$ cat config.mk
export PLATFORM = sky130hd
export DESIGN_NAME = multi_channel_timeout_bank_core
export DESIGN_NICKNAME = d
export VERILOG_FILES = /design/src/sv/mctb_pkg.sv /design/src/sv/mctb_chan_mem.sv /design/src/sv/mctb_evq.sv /design/src/sv/mctb_ctrl.sv /design/src/sv/multi_channel_timeout_bank_core.sv
export SDC_FILE = /design/constraint.sdc
export NUM_CORES = 2
export LEC_CHECK = 0
export ABC_CLOCK_PERIOD_IN_PS = 15950
export BUFFER_PORTS_ARGS = -buffer_cell sky130_fd_sc_hd__clkbuf_2
export CAP_MARGIN = 25
export CORE_ASPECT_RATIO = 0.9
export CORE_MARGIN = 10
export CORE_UTILIZATION = 50
export CTS_CLUSTER_SIZE = 10
export DETAILED_ROUTE_END_ITERATION = 16
export GPL_TIMING_DRIVEN = 0
export PLACE_DENSITY = 0.66
export SLEW_MARGIN = 0
export SYNTH_ARGS = -nofsm -noshare
export SYNTH_HDL_FRONTEND = slang
export SYNTH_HIERARCHICAL = 1
export SYNTH_SLANG_ARGS = --single-unit
$ cat constraint.sdc
create_clock -name i_clk -period 15.95 [get_ports i_clk]
set_input_delay 3.19 -clock i_clk [delete_from_list [all_inputs] [get_ports i_clk]]
set_output_delay 3.19 -clock i_clk [all_outputs]
set_load 0.01 [all_outputs]
$ cat src/sv/mctb_pkg.sv
// ============================================================================
// Timeout bank package
// Shared types, widths, command codes and the per-channel default periods.
// ============================================================================
package mctb_pkg;

    localparam int MAX_CHANNELS         = 16;
    localparam int DEFAULT_NUM_CHANNELS = 16;
    localparam int CH_W                 = 4;
    localparam int TIME_W               = 32;
    localparam int CNT_W                = 5;
    localparam int CMD_W                = 3;

    // Stream payload layout.
    localparam int IN_TDATA_USED  = CH_W + TIME_W + 1;
    localparam int IN_TDATA_W     = ((IN_TDATA_USED + 7) / 8) * 8;
    localparam int OUT_TDATA_USED = CH_W + TIME_W + TIME_W + 1 + 1 + CNT_W + TIME_W;
    localparam int OUT_TDATA_W    = ((OUT_TDATA_USED + 7) / 8) * 8;
    localparam int OUT_PAD_W      = OUT_TDATA_W - OUT_TDATA_USED;

    localparam logic EV_STATUS = 1'b0;
    localparam logic EV_EXPIRY = 1'b1;

    typedef enum logic [CMD_W-1:0] {
        CMD_TICK      = 3'd0,
        CMD_CONFIGURE = 3'd1,
        CMD_START     = 3'd2,
        CMD_STOP      = 3'd3,
        CMD_RESTART   = 3'd4,
        CMD_STOP_ALL  = 3'd5,
        CMD_QUERY     = 3'd6
    } t_cmd;

    typedef enum logic [2:0] {
        ST_IDLE,
        ST_RMW,
        ST_REM,
        ST_RESP,
        ST_WALK,
        ST_EV_RD,
        ST_EV_OUT
    } t_state;

    typedef struct packed {
        logic [TIME_W-1:0] period;
        logic [TIME_W-1:0] start;
    } t_entry;

    typedef struct packed {
        logic              wr_en;
        logic [CH_W-1:0]   wr_addr;
        t_entry            wr_data;
        logic              rd_en;
        logic [CH_W-1:0]   rd_addr;
    } t_mem_req;

    typedef struct packed {
        logic [CH_W-1:0]   ch;
        logic [TIME_W-1:0] elapsed;
        logic              is_active;
        logic              has_expired;
    } t_event;

    typedef struct packed {
        logic              wr_en;
        logic [CH_W-1:0]   wr_addr;
        t_event            wr_data;
        logic              rd_en;
        logic [CH_W-1:0]   rd_addr;
    } t_evq_req;

    typedef struct packed {
        logic              kind;
        logic [CH_W-1:0]   ch;
        logic [TIME_W-1:0] elapsed;
        logic [TIME_W-1:0] remaining;
        logic              is_active;
        logic              has_expired;
        logic [CNT_W-1:0]  active_count;
        logic [TIME_W-1:0] expiry_count;
        logic              last;
    } t_result;

    function automatic logic [TIME_W-1:0] default_period(input logic [CH_W-1:0] ch);
        logic [TIME_W-1:0] p;
        unique case (ch)
            4'd0:    p = 32'd5000;
            4'd1:    p = 32'd100;
            4'd2:    p = 32'd1000;
            4'd3:    p = 32'd500;
            4'd4:    p = 32'd5000;
            4'd5:    p = 32'd10000;
            4'd6:    p = 32'd100;
            4'd7:    p = 32'd1000;
            4'd8:    p = 32'd30000;
            4'd9:    p = 32'd50;
            default: p = 32'd1000;
        endcase
        return p;
    endfunction

endpackage

$ cat src/sv/mctb_chan_mem.sv
// ============================================================================
// Timeout bank channel memory
// One entry per channel holding period and start time. Synchronous write,
// registered read. Entries never written since reset read as the defaults.
// ============================================================================
module mctb_chan_mem
    import mctb_pkg::*;
#(
    parameter int NUM_CHANNELS = DEFAULT_NUM_CHANNELS
) (
    input  logic     i_clk,
    input  logic     i_rst_n,
    input  t_mem_req i_req,
    output t_entry   o_rd_data
);

    localparam int IDX_W = (NUM_CHANNELS > 1) ? $clog2(NUM_CHANNELS) : 1;

    t_entry                  r_mem [NUM_CHANNELS];
    logic [NUM_CHANNELS-1:0] r_written;
    t_entry                  r_rd_data;
    logic                    r_rd_hit;
    logic [CH_W-1:0]         r_rd_addr;

    always_ff @(posedge i_clk) begin
        if (i_req.wr_en) begin
            r_mem[i_req.wr_addr[IDX_W-1:0]] <= i_req.wr_data;
        end
        if (i_req.rd_en) begin
            r_rd_data <= r_mem[i_req.rd_addr[IDX_W-1:0]];
            r_rd_hit  <= r_written[i_req.rd_addr[IDX_W-1:0]];
            r_rd_addr <= i_req.rd_addr;
        end
    end

    always_ff @(posedge i_clk) begin
        if (!i_rst_n) begin
            r_written <= '0;
        end else if (i_req.wr_en) begin
            r_written[i_req.wr_addr[IDX_W-1:0]] <= 1'b1;
        end
    end

    // The controller never reads and writes the same entry in one cycle,
    // so no bypass is needed here.
    always_comb begin
        if (r_rd_hit) begin
            o_rd_data = r_rd_data;
        end else begin
            o_rd_data.period = default_period(r_rd_addr);
            o_rd_data.start  = '0;
        end
    end

endmodule

$ cat src/sv/mctb_evq.sv
// ============================================================================
// Timeout bank expiry queue
// Holds the expiry events of one tick until the walk over all channels is
// done, so that every beat carries the final counts of the step.
// ============================================================================
module mctb_evq
    import mctb_pkg::*;
#(
    parameter int NUM_CHANNELS = DEFAULT_NUM_CHANNELS
) (
    input  logic     i_clk,
    input  t_evq_req i_req,
    output t_event   o_rd_data
);

    localparam int IDX_W = (NUM_CHANNELS > 1) ? $clog2(NUM_CHANNELS) : 1;

    t_event r_mem [NUM_CHANNELS];
    t_event r_rd_data;

    always_ff @(posedge i_clk) begin
        if (i_req.wr_en) begin
            r_mem[i_req.wr_addr[IDX_W-1:0]] <= i_req.wr_data;
        end
        if (i_req.rd_en) begin
            r_rd_data <= r_mem[i_req.rd_addr[IDX_W-1:0]];
        end
    end

    assign o_rd_data = r_rd_data;

endmodule

$ cat src/sv/mctb_ctrl.sv
// ============================================================================
// Timeout bank controller
// Sequencer for the channel commands: read-modify-write of one channel entry,
// the tick walk over all channels and the emission of the result beats.
// ============================================================================
module mctb_ctrl
    import mctb_pkg::*;
#(
    parameter int NUM_CHANNELS = DEFAULT_NUM_CHANNELS
) (
    input  logic              i_clk,
    input  logic              i_rst_n,
    input  logic              i_in_valid,
    output logic              o_in_ready,
    input  logic [CMD_W-1:0]  i_cmd,
    input  logic [CH_W-1:0]   i_ch,
    input  logic [TIME_W-1:0] i_period,
    input  logic              i_recurring,
    output t_mem_req          o_mem_req,
    input  t_entry            i_mem_rd,
    output t_evq_req          o_evq_req,
    input  t_event            i_evq_rd,
    output logic              o_res_valid,
    input  logic              i_res_ready,
    output t_result           o_res
);

    localparam int IDX_W = (NUM_CHANNELS > 1) ? $clog2(NUM_CHANNELS) : 1;
    localparam int QC_W  = IDX_W + 1;
    localparam logic [IDX_W-1:0] LAST_IDX   = IDX_W'(NUM_CHANNELS - 1);
    localparam logic [CH_W:0]    NUM_CH_LIM = (CH_W + 1)'(NUM_CHANNELS);

    t_state r_state, n_state;

    t_cmd                    r_cmd;
    logic [CH_W-1:0]         r_ch;
    logic [TIME_W-1:0]       r_per_in;
    logic                    r_rec_in;
    logic [TIME_W-1:0]       r_now;
    logic [TIME_W-1:0]       r_expiry_total;
    logic [NUM_CHANNELS-1:0] r_active;
    logic [NUM_CHANNELS-1:0] r_recur;
    logic [CNT_W-1:0]        r_active_count;
    logic [IDX_W-1:0]        r_idx;
    logic                    r_rd_done;
    logic                    r_ev_vld;
    logic [IDX_W-1:0]        r_ev_idx;
    logic [QC_W-1:0]         r_ev_cnt;
    logic [QC_W-1:0]         r_rd_ptr;
    logic [TIME_W-1:0]       r_p;
    logic [TIME_W-1:0]       r_e;
    logic                    r_act;
    t_result                 r_resp;

    logic              accept;
    t_cmd              in_cmd;
    logic              in_ch_ok;
    logic              in_single;
    logic [IDX_W-1:0]  ci;

    // Single-channel update datapath.
    logic              act_old;
    logic              act_new;
    logic [TIME_W-1:0] p_new;
    logic [TIME_W-1:0] s_new;
    logic [TIME_W-1:0] e_new;
    logic [TIME_W:0]   rem_diff;
    logic              reached;

    // Tick walk datapath.
    logic [TIME_W-1:0] ev_e;
    logic              ev_hit;
    logic              ev_rec;
    logic              walk_end;
    logic              ev_last;

    assign accept    = i_in_valid && o_in_ready;
    assign in_cmd    = t_cmd'(i_cmd);
    assign in_ch_ok  = {1'b0, i_ch} < NUM_CH_LIM;
    assign ci        = r_ch[IDX_W-1:0];

    always_comb begin
        unique case (in_cmd)
            CMD_CONFIGURE, CMD_START, CMD_STOP, CMD_RESTART, CMD_QUERY: in_single = 1'b1;
            default:                                                     in_single = 1'b0;
        endcase
    end

    always_comb begin
        act_old = r_active[ci];
        act_new = act_old;
        p_new   = i_mem_rd.period;
        s_new   = i_mem_rd.start;
        unique case (r_cmd)
            CMD_CONFIGURE: p_new = r_per_in;
            CMD_START: begin
                if (!act_old) begin
                    s_new   = r_now;
                    act_new = 1'b1;
                end
            end
            CMD_STOP:      act_new = 1'b0;
            CMD_RESTART: begin
                s_new   = r_now;
                act_new = 1'b1;
            end
            default: ;
        endcase
        e_new = r_now - s_new;
    end

    // Remaining time: one subtract whose borrow, or a zero result, also tells elapsed >= period.
    assign rem_diff = {1'b0, r_p} - {1'b0, r_e};
    assign reached  = rem_diff[TIME_W] || (rem_diff[TIME_W-1:0] == '0);

    assign ev_e     = r_now - i_mem_rd.start;
    assign ev_hit   = r_ev_vld && r_active[r_ev_idx] && (ev_e >= i_mem_rd.period);
    assign ev_rec   = r_recur[r_ev_idx];
    assign walk_end = r_ev_vld && (r_ev_idx == LAST_IDX);
    assign ev_last  = (r_rd_ptr + QC_W'(1)) == r_ev_cnt;

    // Next state.
    always_comb begin
        n_state = r_state;
        unique case (r_state)
            ST_IDLE: begin
                if (accept) begin
                    if (in_cmd == CMD_TICK) begin
                        n_state = ST_WALK;
                    end else if (in_single && in_ch_ok) begin
                        n_state = ST_RMW;
                    end else begin
                        n_state = ST_RESP;
                    end
                end
            end
            ST_RMW: n_state = ST_REM;
            ST_REM: n_state = ST_RESP;
            ST_RESP: begin
                if (i_res_ready) begin
                    n_state = ST_IDLE;
                end
            end
            ST_WALK: begin
                if (walk_end) begin
                    if (r_ev_cnt == '0 && !ev_hit) begin
                        n_state = ST_RESP;
                    end else begin
                        n_state = ST_EV_RD;
                    end
                end
            end
            ST_EV_RD: n_state = ST_EV_OUT;
            ST_EV_OUT: begin
                if (i_res_ready) begin
                    n_state = ev_last ? ST_IDLE : ST_EV_RD;
                end
            end
            default: n_state = ST_IDLE;
        endcase
    end

    // Outputs.
    always_comb begin
        o_in_ready  = 1'b0;
        o_mem_req   = '0;
        o_evq_req   = '0;
        o_res_valid = 1'b0;
        o_res       = r_resp;
        unique case (r_state)
            ST_IDLE: begin
                o_in_ready        = 1'b1;
                o_mem_req.rd_en   = accept && in_single && in_ch_ok;
                o_mem_req.rd_addr = i_ch;
            end
            ST_RMW: begin
                o_mem_req.wr_en        = 1'b1;
                o_mem_req.wr_addr      = r_ch;
                o_mem_req.wr_data      = '{period: p_new, start: s_new};
            end
            ST_RESP: o_res_valid = 1'b1;
            ST_WALK: begin
                o_mem_req.rd_en   = !r_rd_done;
                o_mem_req.rd_addr = CH_W'(r_idx);
                // A recurring expiry reloads the start time of the entry just read.
                o_mem_req.wr_en   = ev_hit && ev_rec;
                o_mem_req.wr_addr = CH_W'(r_ev_idx);
                o_mem_req.wr_data = '{period: i_mem_rd.period, start: r_now};
                o_evq_req.wr_en   = ev_hit;
                o_evq_req.wr_addr = CH_W'(r_ev_cnt[IDX_W-1:0]);
                o_evq_req.wr_data = '{ch: CH_W'(r_ev_idx), elapsed: ev_e, is_active: ev_rec,
                                      has_expired: ev_rec && (i_mem_rd.period == '0)};
            end
            ST_EV_RD: begin
                o_evq_req.rd_en   = 1'b1;
                o_evq_req.rd_addr = CH_W'(r_rd_ptr[IDX_W-1:0]);
            end
            ST_EV_OUT: begin
                o_res_valid       = 1'b1;
                o_res.kind        = EV_EXPIRY;
                o_res.ch          = i_evq_rd.ch;
                o_res.elapsed     = i_evq_rd.elapsed;
                o_res.remaining   = '0;
                o_res.is_active   = i_evq_rd.is_active;
                o_res.has_expired = i_evq_rd.has_expired;
                o_res.last        = ev_last;
            end
            default: ;
        endcase
        o_res.active_count = r_active_count;
        o_res.expiry_count = r_expiry_total;
    end

    always_ff @(posedge i_clk) begin
        if (!i_rst_n) begin
            r_state        <= ST_IDLE;
            r_now          <= '0;
            r_expiry_total <= '0;
            r_active       <= '0;
            r_recur        <= '0;
            r_active_count <= '0;
            r_rd_done      <= 1'b0;
            r_ev_vld       <= 1'b0;
            r_ev_cnt       <= '0;
        end else begin
            r_state <= n_state;
            unique case (r_state)
                ST_IDLE: begin
                    if (accept) begin
                        r_cmd    <= in_cmd;
                        r_ch     <= i_ch;
                        r_per_in <= i_period;
                        r_rec_in <= i_recurring;
                        // Out-of-range channels still echo the channel number.
                        r_resp   <= '{kind: EV_STATUS, ch: in_single ? i_ch : '0,
                                      elapsed: '0, remaining: '0,
                                      is_active: 1'b0, has_expired: 1'b0,
                                      active_count: '0, expiry_count: '0, last: 1'b1};
                        if (in_cmd == CMD_TICK) begin
                            r_now     <= r_now + TIME_W'(1);
                            r_idx     <= '0;
                            r_rd_done <= 1'b0;
                            r_ev_vld  <= 1'b0;
                            r_ev_cnt  <= '0;
                        end else if (in_cmd == CMD_STOP_ALL) begin
                            r_active       <= '0;
                            r_active_count <= '0;
                        end
                    end
                end
                ST_RMW: begin
                    r_p         <= p_new;
                    r_e         <= e_new;
                    r_act       <= act_new;
                    r_active[ci] <= act_new;
                    if (r_cmd == CMD_CONFIGURE) begin
                        r_recur[ci] <= r_rec_in;
                    end
                    if (act_new && !act_old) begin
                        r_active_count <= r_active_count + CNT_W'(1);
                    end else if (!act_new && act_old) begin
                        r_active_count <= r_active_count - CNT_W'(1);
                    end
                end
                ST_REM: begin
                    r_resp.elapsed     <= r_e;
                    r_resp.remaining   <= reached ? '0 : rem_diff[TIME_W-1:0];
                    r_resp.is_active   <= r_act;
                    r_resp.has_expired <= r_act && reached;
                end
                ST_WALK: begin
                    r_ev_vld <= !r_rd_done;
                    if (!r_rd_done) begin
                        r_ev_idx <= r_idx;
                        if (r_idx == LAST_IDX) begin
                            r_rd_done <= 1'b1;
                        end else begin
                            r_idx <= r_idx + IDX_W'(1);
                        end
                    end
                    if (ev_hit) begin
                        r_ev_cnt       <= r_ev_cnt + QC_W'(1);
                        r_expiry_total <= r_expiry_total + TIME_W'(1);
                        if (!ev_rec) begin
                            r_active[r_ev_idx] <= 1'b0;
                            r_active_count     <= r_active_count - CNT_W'(1);
                        end
                    end
                    r_rd_ptr <= '0;
                end
                ST_EV_OUT: begin
                    if (i_res_ready) begin
                        r_rd_ptr <= r_rd_ptr + QC_W'(1);
                    end
                end
                default: ;
            endcase
        end
    end

endmodule

$ cat src/sv/multi_channel_timeout_bank_core.sv
// ============================================================================
// Multi-channel timeout bank
// Millisecond timeout channels with one-shot or recurring expiry, driven by a
// command stream and answering with status and expiry beats.
// ============================================================================
// Each input beat carries one command (tuser): tick, configure, start, stop,
// restart, stop all or query. Periods and start times live in a channel
// memory with one read and one write port and a registered read; entries
// never configured use the built-in default periods. A tick advances the
// millisecond counter and walks all NUM_CHANNELS entries, one memory read per
// cycle, then sends its expiry beats, each read back from a small event
// memory before it is offered (expiries are queued there during the walk and
// sent afterwards so every beat carries the final active and expiry counts),
// or the single status beat when nothing expired. Single-channel commands,
// stop all and the unused command code each give exactly one beat. The next
// command is taken once the last beat of the previous one has moved into the
// output register. tlast marks the last beat of each command.
module multi_channel_timeout_bank_core
    import mctb_pkg::*;
#(
    parameter int NUM_CHANNELS = DEFAULT_NUM_CHANNELS
) (
    input  logic                   i_clk,
    input  logic                   i_rst_n,
    input  logic                   i_s_axis_tvalid,
    output logic                   o_s_axis_tready,
    // [3:0] channel, [35:4] period_ms, [36] recurring, rest zero
    input  logic [IN_TDATA_W-1:0]  i_s_axis_tdata,
    // [2:0] command
    input  logic [CMD_W-1:0]       i_s_axis_tuser,
    output logic                   o_m_axis_tvalid,
    input  logic                   i_m_axis_tready,
    // [3:0] channel_out, [35:4] elapsed_ms, [67:36] remaining_ms, [68] is_active,
    // [69] has_expired, [74:70] active_count, [106:75] expiry_count, rest zero
    output logic [OUT_TDATA_W-1:0] o_m_axis_tdata,
    // [0] event_kind
    output logic [0:0]             o_m_axis_tuser,
    output logic                   o_m_axis_tlast
);

    t_mem_req mem_req;
    t_entry   mem_rd;
    t_evq_req evq_req;
    t_event   evq_rd;
    logic     res_valid;
    logic     res_ready;
    t_result  res;

    logic    r_out_valid;
    t_result r_out;

    mctb_chan_mem #(
        .NUM_CHANNELS(NUM_CHANNELS)
    ) u_chan_mem (
        .i_clk     (i_clk),
        .i_rst_n   (i_rst_n),
        .i_req     (mem_req),
        .o_rd_data (mem_rd)
    );

    mctb_evq #(
        .NUM_CHANNELS(NUM_CHANNELS)
    ) u_evq (
        .i_clk     (i_clk),
        .i_req     (evq_req),
        .o_rd_data (evq_rd)
    );

    mctb_ctrl #(
        .NUM_CHANNELS(NUM_CHANNELS)
    ) u_ctrl (
        .i_clk       (i_clk),
        .i_rst_n     (i_rst_n),
        .i_in_valid  (i_s_axis_tvalid),
        .o_in_ready  (o_s_axis_tready),
        .i_cmd       (i_s_axis_tuser),
        .i_ch        (i_s_axis_tdata[CH_W-1:0]),
        .i_period    (i_s_axis_tdata[CH_W+TIME_W-1:CH_W]),
        .i_recurring (i_s_axis_tdata[CH_W+TIME_W]),
        .o_mem_req   (mem_req),
        .i_mem_rd    (mem_rd),
        .o_evq_req   (evq_req),
        .i_evq_rd    (evq_rd),
        .o_res_valid (res_valid),
        .i_res_ready (res_ready),
        .o_res       (res)
    );

    // Output register: takes a new beat whenever it is empty or being drained.
    assign res_ready = !r_out_valid || i_m_axis_tready;

    always_ff @(posedge i_clk) begin
        if (!i_rst_n) begin
            r_out_valid <= 1'b0;
        end else if (res_ready) begin
            r_out_valid <= res_valid;
        end
    end

    always_ff @(posedge i_clk) begin
        if (res_ready && res_valid) begin
            r_out <= res;
        end
    end

    assign o_m_axis_tvalid = r_out_valid;
    assign o_m_axis_tdata  = {{OUT_PAD_W{1'b0}}, r_out.expiry_count, r_out.active_count,
                              r_out.has_expired, r_out.is_active, r_out.remaining,
                              r_out.elapsed, r_out.ch};
    assign o_m_axis_tuser  = r_out.kind;
    assign o_m_axis_tlast  = r_out.last;

`ifndef SYNTHESIS
    a_status_single: assert property (@(posedge i_clk) disable iff (!i_rst_n)
        o_m_axis_tvalid && (o_m_axis_tuser[0] == EV_STATUS) |-> o_m_axis_tlast)
        else $error("status beat without tlast");

    a_expiry_rem_zero: assert property (@(posedge i_clk) disable iff (!i_rst_n)
        o_m_axis_tvalid && (o_m_axis_tuser[0] == EV_EXPIRY) |-> (r_out.remaining == '0))
        else $error("expiry beat with nonzero remaining time");

    a_count_range: assert property (@(posedge i_clk) disable iff (!i_rst_n)
        o_m_axis_tvalid |-> (r_out.active_count <= CNT_W'(NUM_CHANNELS)))
        else $error("active count exceeds channel count");

    a_busy_after_accept: assert property (@(posedge i_clk) disable iff (!i_rst_n)
        i_s_axis_tvalid && o_s_axis_tready |=> !o_s_axis_tready)
        else $error("command accepted while previous one still in work");

    a_no_accept_with_result: assert property (@(posedge i_clk) disable iff (!i_rst_n)
        res_valid |-> !o_s_axis_tready)
        else $error("input ready while a result is pending");
`endif

endmodule

==> out/qor.yml <==
status: "finished, final reports clean"
ys_types: 93
final_nets: 6138
synth_top_area_share_pct: 67.5
synth_area_leaders: "edfxtp_1 67%, mux4_2 11%, dfxtp_1 3.1%, ha_1 1.9%, a22oi_1 1.8%"
crit_arrival_ns: 10.29
skew_ns: 0.0716
ys_async_sr_fraction_pct: 0
cts_setup_buffers: 0
cp_max_fo: 10
wl_per_cell_um: 29.9
hold_buffers: 0
internal_power_mw: 11.1
p_sw_mw: 4.88
final_util_pct: 57.7
drc_errors: 0
io_pins: 163
ir_drop_v: 0.000131
die-area_mm2: 0.199
leakage_nw: 34.6
rr_worst_depth: 28
r2r-start: "u_chan_mem/r_rd_hit"
yosysSeqAreaShare_pct: 70.5
dp.cells: 8103
overflow: 0
worst_slew_pin_slew_ns: 1.11
finalHoldViolCount: 0
yosysWarnings: 6
die_x_um: 469
power.share.clock_pct: 30.6
io_buffer_count: 154
synth_ff_type: "edfxtp_1"
drt_iter0_markers: 6840
power.density_mw_per_mm2: 153
period_share_pct: 61.0
cts-root-buf: "clkbuf_16"
start_util_pct: 50.2
cts_made_buffers: 239
cts_buffer_depth: 3
p_sw_share_pct: 30.5
critPathKind: "reg -> reg"
clk_pin_slew_ns: 0.05
drt_wl_total_um: 253000
hold_class: "reg -> reg"
multi_input_area_mm2: 0.0251
finalSetupViolCount: 0
rsz0062_at_grt: "no"
syn-instance-count: 5353
synth_top_cells_by_count: "2036 x edfxtp_1, 427 x mux4_2, 361 x nand2_1"
hpwl_um: 181000
worstSetupStartpointType: "flip-flop"
grtUsageTotal_pct: 25.2
syn_area_per_cell_um2: 16.9
relSlewSlack_pct: 26.2
yosysTopAreaCell: "edfxtp_1"
num_rows: 148
clock_sinks: 2176
grt_max_degree: 67
drt_first_pass_iters: 8
gp_congestion: 0.969
crit_required_ns: 16.51
vias: 52500
drive_gt1_share_pct: 21.2
slowest_delay_ns: 0.80
r2r_slack_ns: 6.22
fmax_mhz: 103
synth_most_common_cell: "edfxtp_1"
crit_start: "u_chan_mem/r_rd_hit"
p_seq_share_pct: 44.2
syn2layout_area_growth_pct: 14.9
fillers: 13600
slowest_stage: "nor3_2"
clock_latency_ns: 0.89
cts_resized: 0
comb_power_share_pct: 25.2
first_global_vias: 51000
finalNonFillerCells: 8467
syn-cell-area_mm2: 0.0906
ys_ff_latch: 2176
vias_per_cell: 6.19
period_minus_slack_ns: 9.73
antenna_found_initial: 13
end_kind: "flip-flop"
ant_nets: 0
regArea_mm2: 0.0639
ctsHtreeMaxLevel: 4
grt_pass1_wl_um: 364000
max-cap-violations: 0
r2r_end: "u_evq/r_mem[0][20]"
cts_tree: "yes"
design.core.area_mm2: 0.181
die_y_um: 424
synth_edf_count: 2036
slew_viol_final: 0
setup.worst_path.end: "u_evq/r_mem[0][20]"
==> flip-flops by register name, summed over array words and instances (netlist names), 4 cells and up, named ones only <==
| name | flops |
|---|---|
| u_chan_mem/r_mem | 1024 |
| u_chan_mem/r_written | 16 |
| u_ctrl/r_resp | 70 |
| u_ctrl/r_p | 32 |
| u_ctrl/r_recur | 16 |
| u_ctrl/r_ev_idx | 4 |
| u_ctrl/r_expiry_total | 32 |
| u_ctrl/r_e | 32 |
| u_ctrl/r_idx | 4 |
| u_ctrl/r_ev_cnt | 5 |
| u_chan_mem/r_rd_addr | 4 |
| u_ctrl/r_rd_ptr | 5 |
| u_ctrl/r_per_in | 32 |
| u_ctrl/r_now | 32 |
| u_ctrl/r_active_count | 5 |
| u_evq/o_rd_data | 38 |
| u_ctrl/ci | 4 |
| u_chan_mem/r_rd_data | 64 |
| u_evq/r_mem | 608 |
| o_m_axis_tdata | 107 |
| u_ctrl/r_active | 16 |
==> logic make-up (layout without fill, tap and decap cells) <==
logic type,count (synthesis),after routing,synth area share [%]
multiplexers,528,528,11.8
AO/OA/AOI/OAI,846,846,6.15
adder cells (fa/ha/maj),144,144,2.01
flip-flops,2176,2176,70.5
XOR/XNOR,124,124,1.20
other,1,10,0.00414
buffers and inverters,419,1124,2.13
AND/OR/NAND/NOR,1115,1115,6.15
==> layout by cell type (no fill, tap or decap), types with 19 or more instances in the layout <==
master and instances:
clkbuf_2 155, dfxtp_1 140, o21a_1 41, nand4_1 45
mux2_2 52, xor2_1 63, buf_12 39, nor3_2 22
o21ai_1 56, mux2i_1 48, a22oi_1 212, nor2_4 25
a211oi_1 19, nor2_1 167, a21o_1 52, mux4_2 427
edfxtp_1 2036, buf_2 62, clkbuf_16 241, buf_4 57
or3_1 26, o21ai_0 158, nor3_1 49, ha_1 141
o211ai_1 21, clkbuf_1 242, xnor2_1 61, a21oi_1 150
nand2b_1 38, nor2b_1 26, nand3_1 71, buf_6 113
nand2_1 361, inv_1 147, and2_1 180, and3_1 33
==> worst max-delay path, delay by kind of cell, from the launching register on <==
family                   cells  cell delay, ns
AO/OA/AOI/OAI                9            2.46
buffers and inverters        8            2.27
XOR/XNOR                     1            0.62
AND/OR/NAND/NOR              8            3.00
adder cells (fa/ha/maj)      2            0.60
flip-flops                   1            0.45
==> power by group through the flow <==
| stage | sequential [mW] | combinational (mW) | clock, mW |
|---|---|---|---|
| floorplan | 7.10 | 2.44 | 0 |
| global placement | 7.25 | 3.75 | 0 |
| detailed placement | 7.17 | 3.96 | 0 |
| CTS | 7.05 | 3.99 | 4.96 |
| global route | 7.07 | 4.28 | 5.20 |
| finish | 7.06 | 4.02 | 4.88 |
==> layer usage <==
metal,vias to the layer above,share of wire [%],track usage [%]
met5,-,0.0051,0
met4,2,3.8,9.28
met3,365,8.8,4.17
met2,2573,46,38.3
met1,27200,42,36.7
li1,22400,-,-
==> stage by stage <==
stage / setup WS [ns] / setup TNS (ns) / area [um2] / hold slack (ns) / total power [mW]
after floorplan: 5.13 / 0 / 90600 / 0.406 / 9.54
after global placement: -2.18 / -470.95 / 94400 / 0.423 / 11.0
after detailed placement: 6.36 / 0 / 97300 / 0.430 / 11.1
after CTS: 6.37 / 0 / 104000 / 0.442 / 16.0
after global routing: 5.91 / 0 / 104000 / 0.468 / 16.6
final: 6.22 / 0 / 104000 / 0.440 / 16.0
==> area by class of cell <==
| cell class | instances | area share (%) |
|---|---|---|
| clock inverter | 21 | 0.341 |
| buffer | 271 | 1.32 |
| multi-input combinational | 2762 | 24.1 |
| clock buffer | 335 | 6.16 |
| timing repair buffer | 349 | 3.29 |
| tap | 2400 | 2.88 |
| inverter | 148 | 0.533 |
| antenna | 5 | 0.0120 |
| sequential | 2176 | 61.4 |
==> how the worst min path moves through the flow <==
stage / start / endpoint / slack (ns) / depth (start not counted)
after floorplan: u_ctrl/r_active_count[2] / o_m_axis_tdata[72] / 0.41 / 0
after global placement: u_ctrl/r_active_count[2] / o_m_axis_tdata[72] / 0.42 / 0
after detailed placement: u_ctrl/r_active_count[2] / o_m_axis_tdata[72] / 0.43 / 0
after CTS: u_ctrl/r_active_count[2] / o_m_axis_tdata[72] / 0.44 / 0
after global routing: u_ctrl/r_active_count[2] / o_m_axis_tdata[72] / 0.47 / 0
final: u_ctrl/r_active_count[2] / o_m_axis_tdata[72] / 0.44 / 0
(Power assumes the default switching activity.)
